===== config.mk =====
export PLATFORM = sky130hd
export DESIGN_NAME = r2y420_queue
export DESIGN_NICKNAME = d
export VERILOG_FILES = /design/src/sv/r2y420_pkg.sv /design/src/sv/r2y420_queue.sv
export SDC_FILE = /design/constraint.sdc
export NUM_CORES = 1
export LEC_CHECK = 0
export BUFFER_PORTS_ARGS = -buffer_cell sky130_fd_sc_hd__buf_2
export CAP_MARGIN = 20
export CORE_MARGIN = 5
export CORE_UTILIZATION = 30
export DETAILED_ROUTE_END_ITERATION = 8
export GPL_TIMING_DRIVEN = 0
export PLACE_DENSITY = 0.54
export REMOVE_ABC_BUFFERS = 1
export SLEW_MARGIN = 20
export SYNTH_ARGS = -nofsm -noshare
export SYNTH_HDL_FRONTEND = slang
export SYNTH_SLANG_ARGS = --single-unit

===== constraint.sdc =====
create_clock -name i_clk -period 2.2 [get_ports i_clk]
set_input_delay 0.44 -clock i_clk [delete_from_list [all_inputs] [get_ports i_clk]]
set_output_delay 0.44 -clock i_clk [all_outputs]
set_load 0.02 [all_outputs]

===== src/sv/r2y420_pkg.sv =====
package r2y420_pkg;

    // Pixel channel and fixed point widths.
    localparam int unsigned PIX_W   = 8;
    localparam int unsigned CFG_W   = 12;
    localparam int unsigned ACC_W   = 26;
    localparam int unsigned PAIR_W  = 9;

    // Width in use after reset.
    localparam logic [CFG_W-1:0] WIDTH_RESET = 12'd640;

    // Decoupling queue between the front and the back.
    localparam int unsigned QUEUE_DEPTH = 4;
    localparam int unsigned QPTR_W      = 2;
    localparam int unsigned QCNT_W      = 3;

    // BT.601 full range coefficients, scaled by 2^16.
    localparam logic [15:0] Y_R  = 16'd19595;
    localparam logic [15:0] Y_G  = 16'd38470;
    localparam logic [15:0] Y_B  = 16'd7471;
    localparam logic [15:0] CB_R = 16'd11058;
    localparam logic [15:0] CB_G = 16'd21710;
    localparam logic [15:0] CB_B = 16'd32768;
    localparam logic [15:0] CR_R = 16'd32768;
    localparam logic [15:0] CR_G = 16'd27439;
    localparam logic [15:0] CR_B = 16'd5329;

    // Chroma offset of 128 in the same scale.
    localparam logic signed [ACC_W-1:0] CHROMA_OFS = 26'sd8388608;

    // One pixel as classified by the front.
    typedef struct packed {
        logic [PIX_W-1:0] red;
        logic [PIX_W-1:0] green;
        logic [PIX_W-1:0] blue;
        logic             col_odd;
        logic             row_odd;
    } t_pix_class;

    // Truncate a 16-bit fraction accumulator and clamp it to a byte.
    function automatic logic [PIX_W-1:0] fix_to_byte(input logic signed [ACC_W-1:0] acc);
        logic [PIX_W-1:0] res;
        if (acc[ACC_W-1]) begin
            res = '0;
        end else if (acc[ACC_W-2]) begin
            res = '1;
        end else begin
            res = acc[23:16];
        end
        return res;
    endfunction

endpackage


===== src/sv/r2y420_queue.sv =====
module r2y420_queue #(
    parameter int unsigned DATA_W = 32
) (
    input  logic              i_clk,
    input  logic              i_rst_n,
    input  logic              i_push,
    input  logic [DATA_W-1:0] i_data,
    input  logic              i_pop,
    output logic [DATA_W-1:0] o_data,
    output logic              o_empty,
    output logic              o_full
);

    logic [DATA_W-1:0] r_mem [r2y420_pkg::QUEUE_DEPTH];
    logic [r2y420_pkg::QPTR_W-1:0] r_wr_ptr, n_wr_ptr;
    logic [r2y420_pkg::QPTR_W-1:0] r_rd_ptr, n_rd_ptr;
    logic [r2y420_pkg::QCNT_W-1:0] r_count, n_count;
    logic do_push;
    logic do_pop;

    assign o_empty = (r_count == '0);
    assign o_full  = (r_count == r2y420_pkg::QCNT_W'(r2y420_pkg::QUEUE_DEPTH));
    assign do_push = i_push && !o_full;
    assign do_pop  = i_pop && !o_empty;
    assign o_data  = r_mem[r_rd_ptr];

    // Pointer and fill count updates.
    always_comb begin
        n_wr_ptr = do_push ? r_wr_ptr + 1'b1 : r_wr_ptr;
        n_rd_ptr = do_pop ? r_rd_ptr + 1'b1 : r_rd_ptr;
        n_count  = r_count;
        if (do_push && !do_pop) begin
            n_count = r_count + 1'b1;
        end else if (do_pop && !do_push) begin
            n_count = r_count - 1'b1;
        end
    end

    always_ff @(posedge i_clk) begin
        if (!i_rst_n) begin
            r_wr_ptr <= '0;
            r_rd_ptr <= '0;
            r_count  <= '0;
        end else begin
            r_wr_ptr <= n_wr_ptr;
            r_rd_ptr <= n_rd_ptr;
            r_count  <= n_count;
        end
    end

    // Entry storage.
    always_ff @(posedge i_clk) begin
        if (do_push) begin
            r_mem[r_wr_ptr] <= i_data;
        end
    end

endmodule


==> flow_metrics.env <==
export IMPL_outcome="completed"
export IMPL_pwr_share_comb_pct=29.1
export IMPL_placed_area_mm2=0.00583
export IMPL_layout_commonest_cell="edfxtp_1"
export IMPL_synth_top_family_by_area="multiplexers"
export IMPL_slew_violations=0
export IMPL_async_flop_share_pct=0
export IMPL_critPathSlowestCell="mux4_2"
export IMPL_switchingPower_mw=2.30
export IMPL_worstPathRequired_ps=1760
export IMPL_area_growth_pct=29.4
export IMPL_nNetsFinal=348
export IMPL_peakVddDrop_mv=0.532
export IMPL_synth_adder_area_share_pct=1.60
export IMPL_synth_edf_count=128
export IMPL_p_sw_share_pct=27.3
export IMPL_grt_max_degree=24
export IMPL_ys_seq_area_share_pct=78.2
export IMPL_dieArea_mm2=0.0199
export IMPL_grt_overflow_total=0
export IMPL_crit_path_cell_trace="clkbuf_16 > mux4_2 > buf_6"
export IMPL_clk_latency_ps=420
export IMPL_pin_count=70
export IMPL_cts_tree="done"
export IMPL_syn_area_mm2=0.00515
export IMPL_die_x_um=141
export IMPL_yosys_area_share_simple_pct=1.97
export IMPL_cp_start_kind="flip-flop"
export IMPL_coreArea_mm2=0.0167
export IMPL_muxShareOfSynthArea_pct=14.7
export IMPL_ys_ff_latch=137
export IMPL_cts_buffer_depth=2
export IMPL_die_h_um=141
export IMPL_dp_hpwl_um=6020
export IMPL_crit_family="multiplexers"
export IMPL_post_synth_num_cell_types=24
export IMPL_cpPeakStageDelay_ps=510
export IMPL_setup_worst_path_class="reg2out"
export IMPL_period_share_pct=98.6
export IMPL_crit_cells=3
export IMPL_fin_crit_ps=2170
export IMPL_finalSetupViolCount=0
export IMPL_hold_viol_final=0
export IMPL_pwr_share_clk_pct=31.2
export IMPL_p_leak_nw=2.27
export IMPL_drc=0
export IMPL_power_mw=8.41
export IMPL_fmax_mhz=461
export IMPL_pwr_share_seq_pct=39.7
export IMPL_cts_root_buf="clkbuf_16"
export IMPL_path_buf_inv=2
export IMPL_floorplan_initialDensity_pct=30.8
export IMPL_first_global_vias=2590
export IMPL_cts_sinks=137
export IMPL_vias=2382
export IMPL_p_int_mw=6.11
export IMPL_worstRegToRegCells=7
export IMPL_cts_inserted_buffers=17
export IMPL_n_antenna_cell=0
export IMPL_cp_arrival_ps=1730
export IMPL_antenna_found_initial=1
export IMPL_rows=47
export IMPL_ant_nets=0
export IMPL_holdBufCountCts=0
export IMPL_grt_pass1_wl_um=15000
export IMPL_synth_compound_area_share_pct=0.656
export IMPL_fin_area_mm2=0.00666
export IMPL_hold_depth=1
export IMPL_final_setup_skew_ps=9.78
export IMPL_track_usage_pct=10.4
export IMPL_cts_reportedPaths_clkPinSlew_ps=50
export IMPL_worstMarginPinSlew_ps=568
export IMPL_place_ws_ps=-206
export IMPL_drt_pass1_iter_count=4
export IMPL_wl_per_cell_um=18.6
export IMPL_synthFlopType="edfxtp_1"
export IMPL_globalplace_congestion=0.708
export IMPL_yosys_warnings=0
export IMPL_rsz0062_at_grt="yes"
export IMPL_crit_fanout=7
export IMPL_htreeDepth=4
export IMPL_dr_first_iter_drc_count=122
export IMPL_yosys_area_share_xor_xnor_pct=0.681
export IMPL_drt_wl_total_um=10000
export IMPL_port_buffers=69
export IMPL_synth_cells=215
export IMPL_viasPerCell=4.43
export IMPL_critPathCaptureType="output port"
export IMPL_layout_drive_gt1_share_pct=47.2
export IMPL_maxSlewHeadroom_pct=62.1
export IMPL_postLayoutCoreUtil_pct=39.9
export IMPL_layout_common_cells="edfxtp_1 (128), buf_2 (42), mux4_2 (32), buf_6 (28), clkbuf_16 (19)"
export IMPL_hold_path_class="in2reg"
export IMPL_avgSynthCellArea_um2=23.9
export IMPL_cap_violations=0
export IMPL_final_setup_worst_slack_ps=31.4
export IMPL_fill_cells=1544
export IMPL_power_density_mw_per_mm2=1260
## final cells by class
type	count	area (um^2)	share of cell area, %
Clock buffer	19	433	6.50
Clock inverter	12	109	1.63
Inverter	3	11.3	0.169
Multi-Input combinational cell	66	1020	15.3
Sequential cell	137	4030	60.6
Tap cell	220	275	4.13
Timing Repair Buffer	81	781	11.7
## layer usage
layer	vias to the layer above	global-route usage (%)	wire length, um	share of wire [%]
met5	-	0	16	0.16
met4	2	5.20	182	1.8
met3	17	3.73	587	5.9
met2	67	16.1	4960	50
met1	1216	12.8	4280	43
li1	1080	-	-	-
## logic make-up (layout without fill, tap and decap cells)
logic type	count (synthesis)	after routing
DFF	137	137
muxes	35	35
and+or+nand+nor	17	17
buffers and inverters	12	115
adders and majority gates	6	6
AOI/OAI and AO/OA	4	4
xor gates and xnor gates	4	4
## stage by stage
| stage | instances | hold WS [ps] | TNS (ps) |
|---|---|---|---|
| final | 538 | 241 | 0 |
| after global routing | 538 | 215 | -974 |
| after CTS | 534 | 213 | -174 |
| after detailed placement | 501 | 494 | -1040 |
| after global placement | 495 | 484 | -149750 |
| after floorplan | 206 | 468 | -12670 |
## Yosys cell counts, types with 2 or more instances
master,count,area (um^2)
nand2_1,4,15.0
mux2i_1,3,30.0
mux4_1,2,52.6
and2_1,8,50.1
buf_6,2,22.5
xnor2_1,3,26.3
ha_1,5,62.6
mux4_2,30,676
buf_12,3,60.1
edfxtp_1,128,3840
dfxtp_1,9,180
inv_1,3,11.3
nor2b_1,2,12.5
buf_2,3,15.0
## flip-flops by register name (all words and copies together), names as in the netlist, named ones only
name / count
r_mem: 128
r_count: 3
r_rd_ptr: 2
r_wr_ptr: 2
## final timing paths
path                                   from            to  slack (ps)
worst max-delay path              flip-flop    o_data[30]          30
worst min-delay path             i_data[17]  r_mem[2][17]         240
worst min register to register  r_wr_ptr[0]   r_wr_ptr[0]         520
worst max register to register   r_count[1]    r_count[2]         180
## power by group through the flow
stage	Combinational (mW)	Sequential (mW)	Clock, mW
4_1_cts	2.10	3.34	2.71
3_3_place_gp	1.69	3.57	0
5_1_grt	2.62	3.38	2.81
6_report	2.44	3.34	2.63
3_5_place_dp	1.89	3.46	0
2_1_floorplan	1.17	3.44	0
## timing repair
action,CTS,global route
cloned,1,2
resized for setup,9,53
setup buffers,1,2
pin swaps,0,0
endpoints found under the setup margin,83,27
No activity file was read; power rests on OpenSTA's default activity.
