--- config.mk ---
export PLATFORM = sky130hd
export DESIGN_NAME = r2y420_front
export DESIGN_NICKNAME = d
export VERILOG_FILES = /design/src/sv/r2y420_pkg.sv /design/src/sv/r2y420_front.sv
export SDC_FILE = /design/constraint.sdc
export NUM_CORES = 1
export LEC_CHECK = 0
export ABC_AREA = 1
export BUFFER_PORTS_ARGS = -buffer_cell sky130_fd_sc_hd__clkbuf_2
export CORE_MARGIN = 10
export CORE_UTILIZATION = 45
export DETAILED_ROUTE_END_ITERATION = 8
export GPL_ROUTABILITY_DRIVEN = 1
export PLACE_DENSITY = 0.84
export SETUP_SLACK_MARGIN = 0.15
export SLEW_MARGIN = 20
export SYNTH_ARGS = -nofsm -noshare
export SYNTH_HDL_FRONTEND = slang
export SYNTH_SLANG_ARGS = --single-unit
--- constraint.sdc ---
create_clock -name i_clk -period 2.6 [get_ports i_clk]
set_input_delay 0.26 -clock i_clk [delete_from_list [all_inputs] [get_ports i_clk]]
set_output_delay 0.26 -clock i_clk [all_outputs]
set_load 0.05 [all_outputs]
--- src/sv/r2y420_pkg.sv ---
package r2y420_pkg;

    // Pixel channel and fixed point widths.
    localparam int unsigned PIX_W   = 8;
    localparam int unsigned CFG_W   = 12;
    localparam int unsigned ACC_W   = 26;
    localparam int unsigned PAIR_W  = 9;

    // Width in use after reset.
    localparam logic [CFG_W-1:0] WIDTH_RESET = 12'd640;

    // Decoupling queue between the front and the back.
    localparam int unsigned QUEUE_DEPTH = 4;
    localparam int unsigned QPTR_W      = 2;
    localparam int unsigned QCNT_W      = 3;

    // BT.601 full range coefficients, scaled by 2^16.
    localparam logic [15:0] Y_R  = 16'd19595;
    localparam logic [15:0] Y_G  = 16'd38470;
    localparam logic [15:0] Y_B  = 16'd7471;
    localparam logic [15:0] CB_R = 16'd11058;
    localparam logic [15:0] CB_G = 16'd21710;
    localparam logic [15:0] CB_B = 16'd32768;
    localparam logic [15:0] CR_R = 16'd32768;
    localparam logic [15:0] CR_G = 16'd27439;
    localparam logic [15:0] CR_B = 16'd5329;

    // Chroma offset of 128 in the same scale.
    localparam logic signed [ACC_W-1:0] CHROMA_OFS = 26'sd8388608;

    // One pixel as classified by the front.
    typedef struct packed {
        logic [PIX_W-1:0] red;
        logic [PIX_W-1:0] green;
        logic [PIX_W-1:0] blue;
        logic             col_odd;
        logic             row_odd;
    } t_pix_class;

    // Truncate a 16-bit fraction accumulator and clamp it to a byte.
    function automatic logic [PIX_W-1:0] fix_to_byte(input logic signed [ACC_W-1:0] acc);
        logic [PIX_W-1:0] res;
        if (acc[ACC_W-1]) begin
            res = '0;
        end else if (acc[ACC_W-2]) begin
            res = '1;
        end else begin
            res = acc[23:16];
        end
        return res;
    endfunction

endpackage

--- src/sv/r2y420_front.sv ---
module r2y420_front #(
    parameter int unsigned MAX_WIDTH = 2048,
    parameter int unsigned COL_W     = 11
) (
    input  logic                         i_clk,
    input  logic                         i_rst_n,
    input  logic                         i_valid,
    input  logic [3*r2y420_pkg::PIX_W-1:0] i_pixel,
    input  logic                         i_frame_start,
    input  logic [r2y420_pkg::CFG_W-1:0] i_frame_width,
    input  logic                         i_queue_full,
    output logic                         o_ready,
    output logic                         o_push,
    output r2y420_pkg::t_pix_class       o_item,
    output logic [COL_W-2:0]             o_pair_idx
);

    localparam int unsigned CMP_W = (COL_W + 1 > r2y420_pkg::CFG_W) ?
                                    COL_W + 1 : r2y420_pkg::CFG_W;

    logic [COL_W-1:0] r_col, n_col;
    logic             r_row_odd, n_row_odd;
    logic [COL_W-1:0] col_cur;
    logic             row_cur;
    logic [CMP_W-1:0] col_plus;
    logic             row_end;

    assign o_ready = !i_queue_full;
    assign o_push  = i_valid && o_ready;

    // Position of the current pixel; a frame start puts it at row 0, column 0.
    assign col_cur  = i_frame_start ? '0 : r_col;
    assign row_cur  = i_frame_start ? 1'b0 : r_row_odd;
    assign col_plus = CMP_W'(col_cur) + 1'b1;
    assign row_end  = (col_plus >= CMP_W'(i_frame_width)) ||
                      (col_plus >= CMP_W'(MAX_WIDTH));

    // Classify the pixel for the back.
    always_comb begin
        o_item.red     = i_pixel[r2y420_pkg::PIX_W-1:0];
        o_item.green   = i_pixel[2*r2y420_pkg::PIX_W-1:r2y420_pkg::PIX_W];
        o_item.blue    = i_pixel[3*r2y420_pkg::PIX_W-1:2*r2y420_pkg::PIX_W];
        o_item.col_odd = col_cur[0];
        o_item.row_odd = row_cur;
        o_pair_idx     = col_cur[COL_W-1:1];
    end

    // Advance the raster position on each accepted beat.
    always_comb begin
        n_col     = r_col;
        n_row_odd = r_row_odd;
        if (o_push) begin
            if (row_end) begin
                n_col     = '0;
                n_row_odd = !row_cur;
            end else begin
                n_col     = col_plus[COL_W-1:0];
                n_row_odd = row_cur;
            end
        end
    end

    always_ff @(posedge i_clk) begin
        if (!i_rst_n) begin
            r_col     <= '0;
            r_row_odd <= 1'b0;
        end else begin
            r_col     <= n_col;
            r_row_odd <= n_row_odd;
        end
    end

endmodule

==> results of run 1 <==
[area by class of cell]
type / instances / area, sq um
Timing Repair Buffer: 55 / 372
Inverter: 43 / 178
Sequential cell: 12 / 264
Tap cell: 44 / 55.1
Multi-Input combinational cell: 125 / 1000
Fill cell: 278 / 1170
Clock buffer: 4 / 36.3
[where the power goes]
| part | leakage, nW | internal (mW) | switching, mW | total [mW] |
|---|---|---|---|---|
| combinational | 0.832 | 0.0362 | 0.0569 | 0.0931 |
| sequential | 0.103 | 0.180 | 0.00180 | 0.182 |
| clock | 0.0210 | 0.0853 | 0.0682 | 0.154 |
| total | 0.956 | 0.301 | 0.127 | 0.428 |
[critical path: cells and delay by family (launching register included)]
kind,cells,cell delay [ns]
buffers and inverters,4,0.40
AOI/OAI and AO/OA,2,0.23
DFF,1,0.35
and+or+nand+nor,10,0.87
adders and majority gates,2,0.48
[metrics by stage]
step | setup slack [ns] | std cells
finish | 0.191 | 283
global route | 0.0850 | 283
CTS | 0.190 | 264
detailed placement | 0.0543 | 260
global placement | 0.151 | 260
floorplan | 0.133 | 209
[synth_stat cells]
library cell	number
xnor2_1	1
buf_4	25
nand3_2	5
nand3_4	1
nor2_4	4
inv_2	2
dfxtp_1	12
nor2_1	11
xor2_2	1
nand3_1	6
nor2_2	4
a21oi_2	10
nand2_2	12
inv_1	40
inv_12	1
ha_1	13
xor2_1	5
clkbuf_1	2
nand2_1	43
a21oi_1	5
xnor2_2	1
nand4_1	1
a22oi_1	1
nand2_4	1
buf_6	2
[metal layers]
| layer | global-route usage | up-vias | part of all wire |
|---|---|---|---|
| met2 | 0.169 | 38 | 0.47 |
| met1 | 0.121 | 600 | 0.44 |
| met3 | 0.0385 | 8 | 0.073 |
| met5 | 0 | - | 0 |
| li1 | - | 661 | - |
| met4 | 0.0310 | 0 | 0.012 |
[flip-flops by register name, summed over array words and instances (netlist names)]
name       cells
r_row_odd      1
r_col         11
[final timing paths]
kind | depth (start not counted) | to | slack, ns
worst min register to register | 2 | r_col[9] | 0.48
worst max-delay path | 18 | r_col[7] | 0.19
worst max register to register | 18 | r_col[7] | 0.19
worst min-delay path | 3 | r_row_odd | 0.19
[cells by family (layout without fill, tap and decap cells)]
logic type | after synthesis | in the layout | share of synthesized area
compound gates | 16 | 16 | 0.0821
fa+ha+maj | 13 | 13 | 0.111
simple gates | 88 | 88 | 0.317
xor+xnor | 8 | 8 | 0.0582
flops | 12 | 12 | 0.164
buf+inv | 72 | 102 | 0.268
[timing repair]
item,in CTS,in global routing
hold buffers,0,0
endpoints found under the setup margin,0,12
buffers inserted,0,18
endpoints found under the hold margin,0,0
gates resized for setup,0,43
==> flow_metrics.env, run 1 <==
export IMPL_coreArea_sq_um=3080
export IMPL_hold_class="in -> reg"
export IMPL_die_w_um=77.0
export IMPL_globalRouteTotalUtil=0.103
export IMPL_grt_max_degree=14
export IMPL_wl_per_cell_um=12.7
export IMPL_final_common_cell="nand2_1"
export IMPL_boundaryPins=79
export IMPL_synth_warning_count=0
export IMPL_finClkSkew_ns=0.00529
export IMPL_netlist_area_leader_share=0.164
export IMPL_drive_gt1_frac=0.569
export IMPL_synth_nets=263
export IMPL_fin_total_pwr_mw=0.428
export IMPL_arrival_ns=2.62
export IMPL_h_tree_depth=1
export IMPL_hold_ws_ns=0.190
export IMPL_hp_start="i_rst_n"
export IMPL_max_freq_ghz=0.415
export IMPL_critical_path_class="reg -> reg"
export IMPL_drt_total_wl_um=3590
export IMPL_power_leakage_nw=0.956
export IMPL_antenna_found_initial=0
export IMPL_r2r_start="r_col[0]"
export IMPL_start_util=0.475
export IMPL_postSynthAreaPerCell_sq_um=7.00
export IMPL_relSlewSlack=0.608
export IMPL_drv_cap=0
export IMPL_worstMarginPinSlew_ns=0.588
export IMPL_yosysTopAreaCell="dfxtp_1"
export IMPL_clock_latency_ns=0.28
export IMPL_fin_crit_ns=2.41
export IMPL_dr_pass1_iters=4
export IMPL_fin_area_sq_um=1910
export IMPL_grt_ovfl_total=0
export IMPL_timing_setup_tns_ns=0
export IMPL_antenna_left=0
export IMPL_path_cells="nand2_4 -> clkinvlp_4 -> ha_4 -> nand3_2 -> nand2_1 -> nand2_1 -> inv_2 -> ha_1 -> nand2_2 -> inv_1 -> nand2_1 -> nand2_1 -> a21oi_2 -> nand3_2 -> nor2_4 -> clkbuf_16 -> nand2_2 -> a21oi_2"
export IMPL_n_antenna_cell=0
export IMPL_postPlaceCellArea_sq_um=1560
export IMPL_gp_congestion=0.850
export IMPL_power_density_nw_per_um2=224
export IMPL_cts_sinks=12
export IMPL_numCtsBuffers=3
export IMPL_grt_pass1_vias=1248
export IMPL_die_area_sq_um=5930
export IMPL_crit_slowest_cell="dfxtp_2"
export IMPL_cp_start_kind="flop"
export IMPL_clkTransAtPathRegs_ns=0.08
export IMPL_ys_ff_latch=12
export IMPL_netlist_top_cells_area="dfxtp_1 (16%), buf_4 (13%), ha_1 (11%), nand2_1 (11%), inv_1 (10%)"
export IMPL_cp_startpoint="r_col[0]"
export IMPL_rsz0062_at_grt="true"
export IMPL_std_cell_rows=20
export IMPL_vias=1307
export IMPL_ir_worst_vdd_v=0.000231
export IMPL_die_h_um=77.0
export IMPL_finalCoreUtilization=0.620
export IMPL_cts_root_buffer="clkbuf_4"
export IMPL_clock_path_buffers=2
export IMPL_grt_pass1_wl_um=5290
export IMPL_finalSetupViolations=0
export IMPL_hold_viol=0
export IMPL_critPathMaxStageDelay_ns=0.35
export IMPL_drt_iter0_markers=55
export IMPL_area_growth_syn_to_layout_pct=30.5
export IMPL_endpoint_kind="flop"
export IMPL_layout_common_cells="nand2_1 (39), inv_1 (35), clkbuf_2 (30)"
export IMPL_dpl_hpwl_um=2490
export IMPL_cp_max_fo=6
export IMPL_cp_required_ns=2.81
export IMPL_yosysSeqAreaShare=0.164
export IMPL_netlist_area_sq_um=1460
export IMPL_period_share=0.927
export IMPL_synth_distinct_cells=25
export IMPL_viasPerCell=4.62
export IMPL_cts_tree="built"
export IMPL_fin_nets=294
export IMPL_run_status="finished clean"
export IMPL_drc=0
export IMPL_crit_top_cell="nand2_1"
export IMPL_maxSlewViolCount=0
export IMPL_port_buffers=30
export IMPL_synthCells=209
No activity file was read; power rests on OpenSTA's default activity.
==> run 2, diff against run 1 <==
--- a/config.mk
+++ b/config.mk
@@ -7,6 +7,7 @@
 export LEC_CHECK = 0
 export ABC_AREA = 1
 export BUFFER_PORTS_ARGS = -buffer_cell sky130_fd_sc_hd__clkbuf_2
+export CAP_MARGIN = 5
 export CORE_MARGIN = 10
 export CORE_UTILIZATION = 45
 export DETAILED_ROUTE_END_ITERATION = 8
==> constraint.sdc (replaced) <==
create_clock -name i_clk -period 2.6 [get_ports i_clk]
set_input_delay 0.13 -clock i_clk [delete_from_list [all_inputs] [get_ports i_clk]]
set_output_delay 0.13 -clock i_clk [all_outputs]
set_load 0.05 [all_outputs]
==> flow_metrics.env, run 2 (same netlist as run 1, synthesis figures left out) <==
export IMPL_die_w_um=77.0
export IMPL_cp_start_kind="flop"
export IMPL_crit_slowest_cell="dfxtp_2"
export IMPL_clkPwrFrac=0.309
export IMPL_dpl_hpwl_um=2650
export IMPL_grt_ovfl_total=0
export IMPL_r2r_end="r_col[1]"
export IMPL_grt_pass1_wl_um=5450
export IMPL_drive_gt1_frac=0.575
export IMPL_regToRegSetupSlack_ns=0.14
export IMPL_r2r_cells=17
export IMPL_largest_reg_flops=11
export IMPL_worstMarginPinSlew_ns=0.568
export IMPL_final_common_cell="nand2_1"
export IMPL_antenna_found_initial=0
export IMPL_fin_nets=289
export IMPL_globalRouteTotalUtil=0.109
export IMPL_drt_iter0_markers=86
export IMPL_cp_required_ns=2.75
export IMPL_coreArea_sq_um=3080
export IMPL_port_buffers=30
export IMPL_power_frac_comb=0.235
export IMPL_drv_cap=0
export IMPL_drt_total_wl_um=4000
export IMPL_power_leakage_nw=0.957
export IMPL_finalSetupViolations=0
export IMPL_dr_pass1_iters=4
export IMPL_ir_worst_vdd_v=0.000139
export IMPL_endpoint_kind="flop"
export IMPL_intPower_mw=0.271
export IMPL_clock_latency_ns=0.28
export IMPL_std_cell_rows=20
export IMPL_top_register="r_col"
export IMPL_hp_start="i_rst_n"
export IMPL_critPathMaxStageDelay_ns=0.35
export IMPL_area_growth_syn_to_layout_pct=27.8
export IMPL_die_area_sq_um=5930
export IMPL_critical_path_class="reg -> reg"
export IMPL_h_tree_depth=1
export IMPL_hold_class="in -> reg"
export IMPL_clkTransAtPathRegs_ns=0.08
export IMPL_r2r_start="r_col[0]"
export IMPL_reg_largest_list="r_col: 11 flops, r_row_odd: 1 flops"
export IMPL_arrival_ns=2.60
export IMPL_fin_crit_ns=2.46
export IMPL_run_status="finished clean"
export IMPL_fin_total_pwr_mw=0.400
export IMPL_p_sw_frac=0.324
export IMPL_whs_endpoint="r_row_odd"
export IMPL_finClkSkew_ns=0.00551
export IMPL_vias=1320
export IMPL_maxSlewViolCount=0
export IMPL_fillers=266
export IMPL_period_share=0.944
export IMPL_power_density_nw_per_um2=214
export IMPL_p_sw_mw=0.130
export IMPL_viasPerCell=4.77
export IMPL_cts_tree="built"
export IMPL_boundaryPins=79
export IMPL_drc=0
export IMPL_relSlewSlack=0.621
export IMPL_n_antenna_cell=0
export IMPL_numCtsBuffers=3
export IMPL_clock_path_buffers=2
export IMPL_cp_max_fo=6
export IMPL_start_util=0.475
export IMPL_antenna_left=0
export IMPL_power_frac_seq=0.456
export IMPL_crit_top_cell="nand2_1"
export IMPL_grt_pass1_vias=1231
export IMPL_cts_root_buffer="clkbuf_4"
export IMPL_path_cells="nand2_4 -> clkinvlp_4 -> ha_4 -> nand3_4 -> xor2_2 -> inv_2 -> ha_4 -> nand2_1 -> nor2_2 -> nand2_1 -> nor2_1 -> nand2_1 -> nand3_2 -> nor2_4 -> clkbuf_16 -> nand2_2 -> a21oi_2"
export IMPL_max_freq_ghz=0.407
export IMPL_grt_max_degree=14
export IMPL_cts_sinks=12
export IMPL_min_path_cells=3
export IMPL_cp_startpoint="r_col[0]"
export IMPL_gp_congestion=0.809
export IMPL_timing_setup_tns_ns=0
export IMPL_rsz0062_at_grt="true"
export IMPL_wl_per_cell_um=14.5
export IMPL_layout_common_cells="nand2_1 (37), inv_1 (36), clkbuf_2 (30)"
export IMPL_hold_viol=0
export IMPL_die_h_um=77.0
==> run 2: worst max-delay path by stage <==
stage	to	slack, ns
after CTS	r_col[1]	0.17
final	r_col[1]	0.14
after floorplan	r_col[4]	0.16
after global routing	r_col[0]	0.03
after detailed placement	r_col[0]	0.07
after global placement	r_col[8]	0.18
==> run 2: metrics by stage <==
stage                     hold slack (ns)  utilization  setup slack [ns]  std cells  area, sq um
after detailed placement            0.260        0.494            0.0724        257         1520
after global routing               0.0932        0.607            0.0298        277         1870
final                              0.0672        0.607             0.145        277         1870
after global placement              0.260        0.494             0.176        257         1520
after floorplan                     0.256            -             0.159        209         1500
after CTS                          0.0658        0.504             0.171        260         1550
==> run 2: power groups by stage <==
stage          sequential (mW)  clock, mW  combinational, mW
6_report                 0.183      0.124             0.0940
5_1_grt                  0.183      0.127              0.102
4_1_cts                  0.186      0.122             0.0806
3_5_place_dp             0.190          0             0.0803
3_3_place_gp             0.190          0             0.0781
2_1_floorplan            0.190          0              0.155
==> run 2: routing by layer <==
metal	GRT usage	vias to the layer above	wire (um)
met5	0	-	0
met1	0.116	611	1620
li1	-	650	-
met2	0.194	44	1980
met4	0.0237	0	102
met3	0.0466	15	301
==> run 2: what timing repair did <==
action                                  4_1_cts  5_1_grt
endpoints found under the setup margin        7       12
hold buffers                                  0        0
pin swaps                                     0       27
cloned                                        0        1
setup buffers                                 0       16
resized for setup                             1       46
==> run 2: critical path: cells and delay by family, from the launching register on <==
family	cells	cell delay, ns
compound gates	1	0.05
xor+xnor	1	0.19
fa+ha+maj	2	0.48
buf+inv	3	0.39
flops	1	0.35
simple gates	10	0.86
==> run 2: cell type report <==
class	instances	area, sq um	area share
repair buffers	50	330	0.177
inverters	43	178	0.0950
clock buffers	3	22.5	0.0120
multi-input cells	125	1020	0.546
flip-flops and latches	12	263	0.141
well taps	44	55.1	0.0295
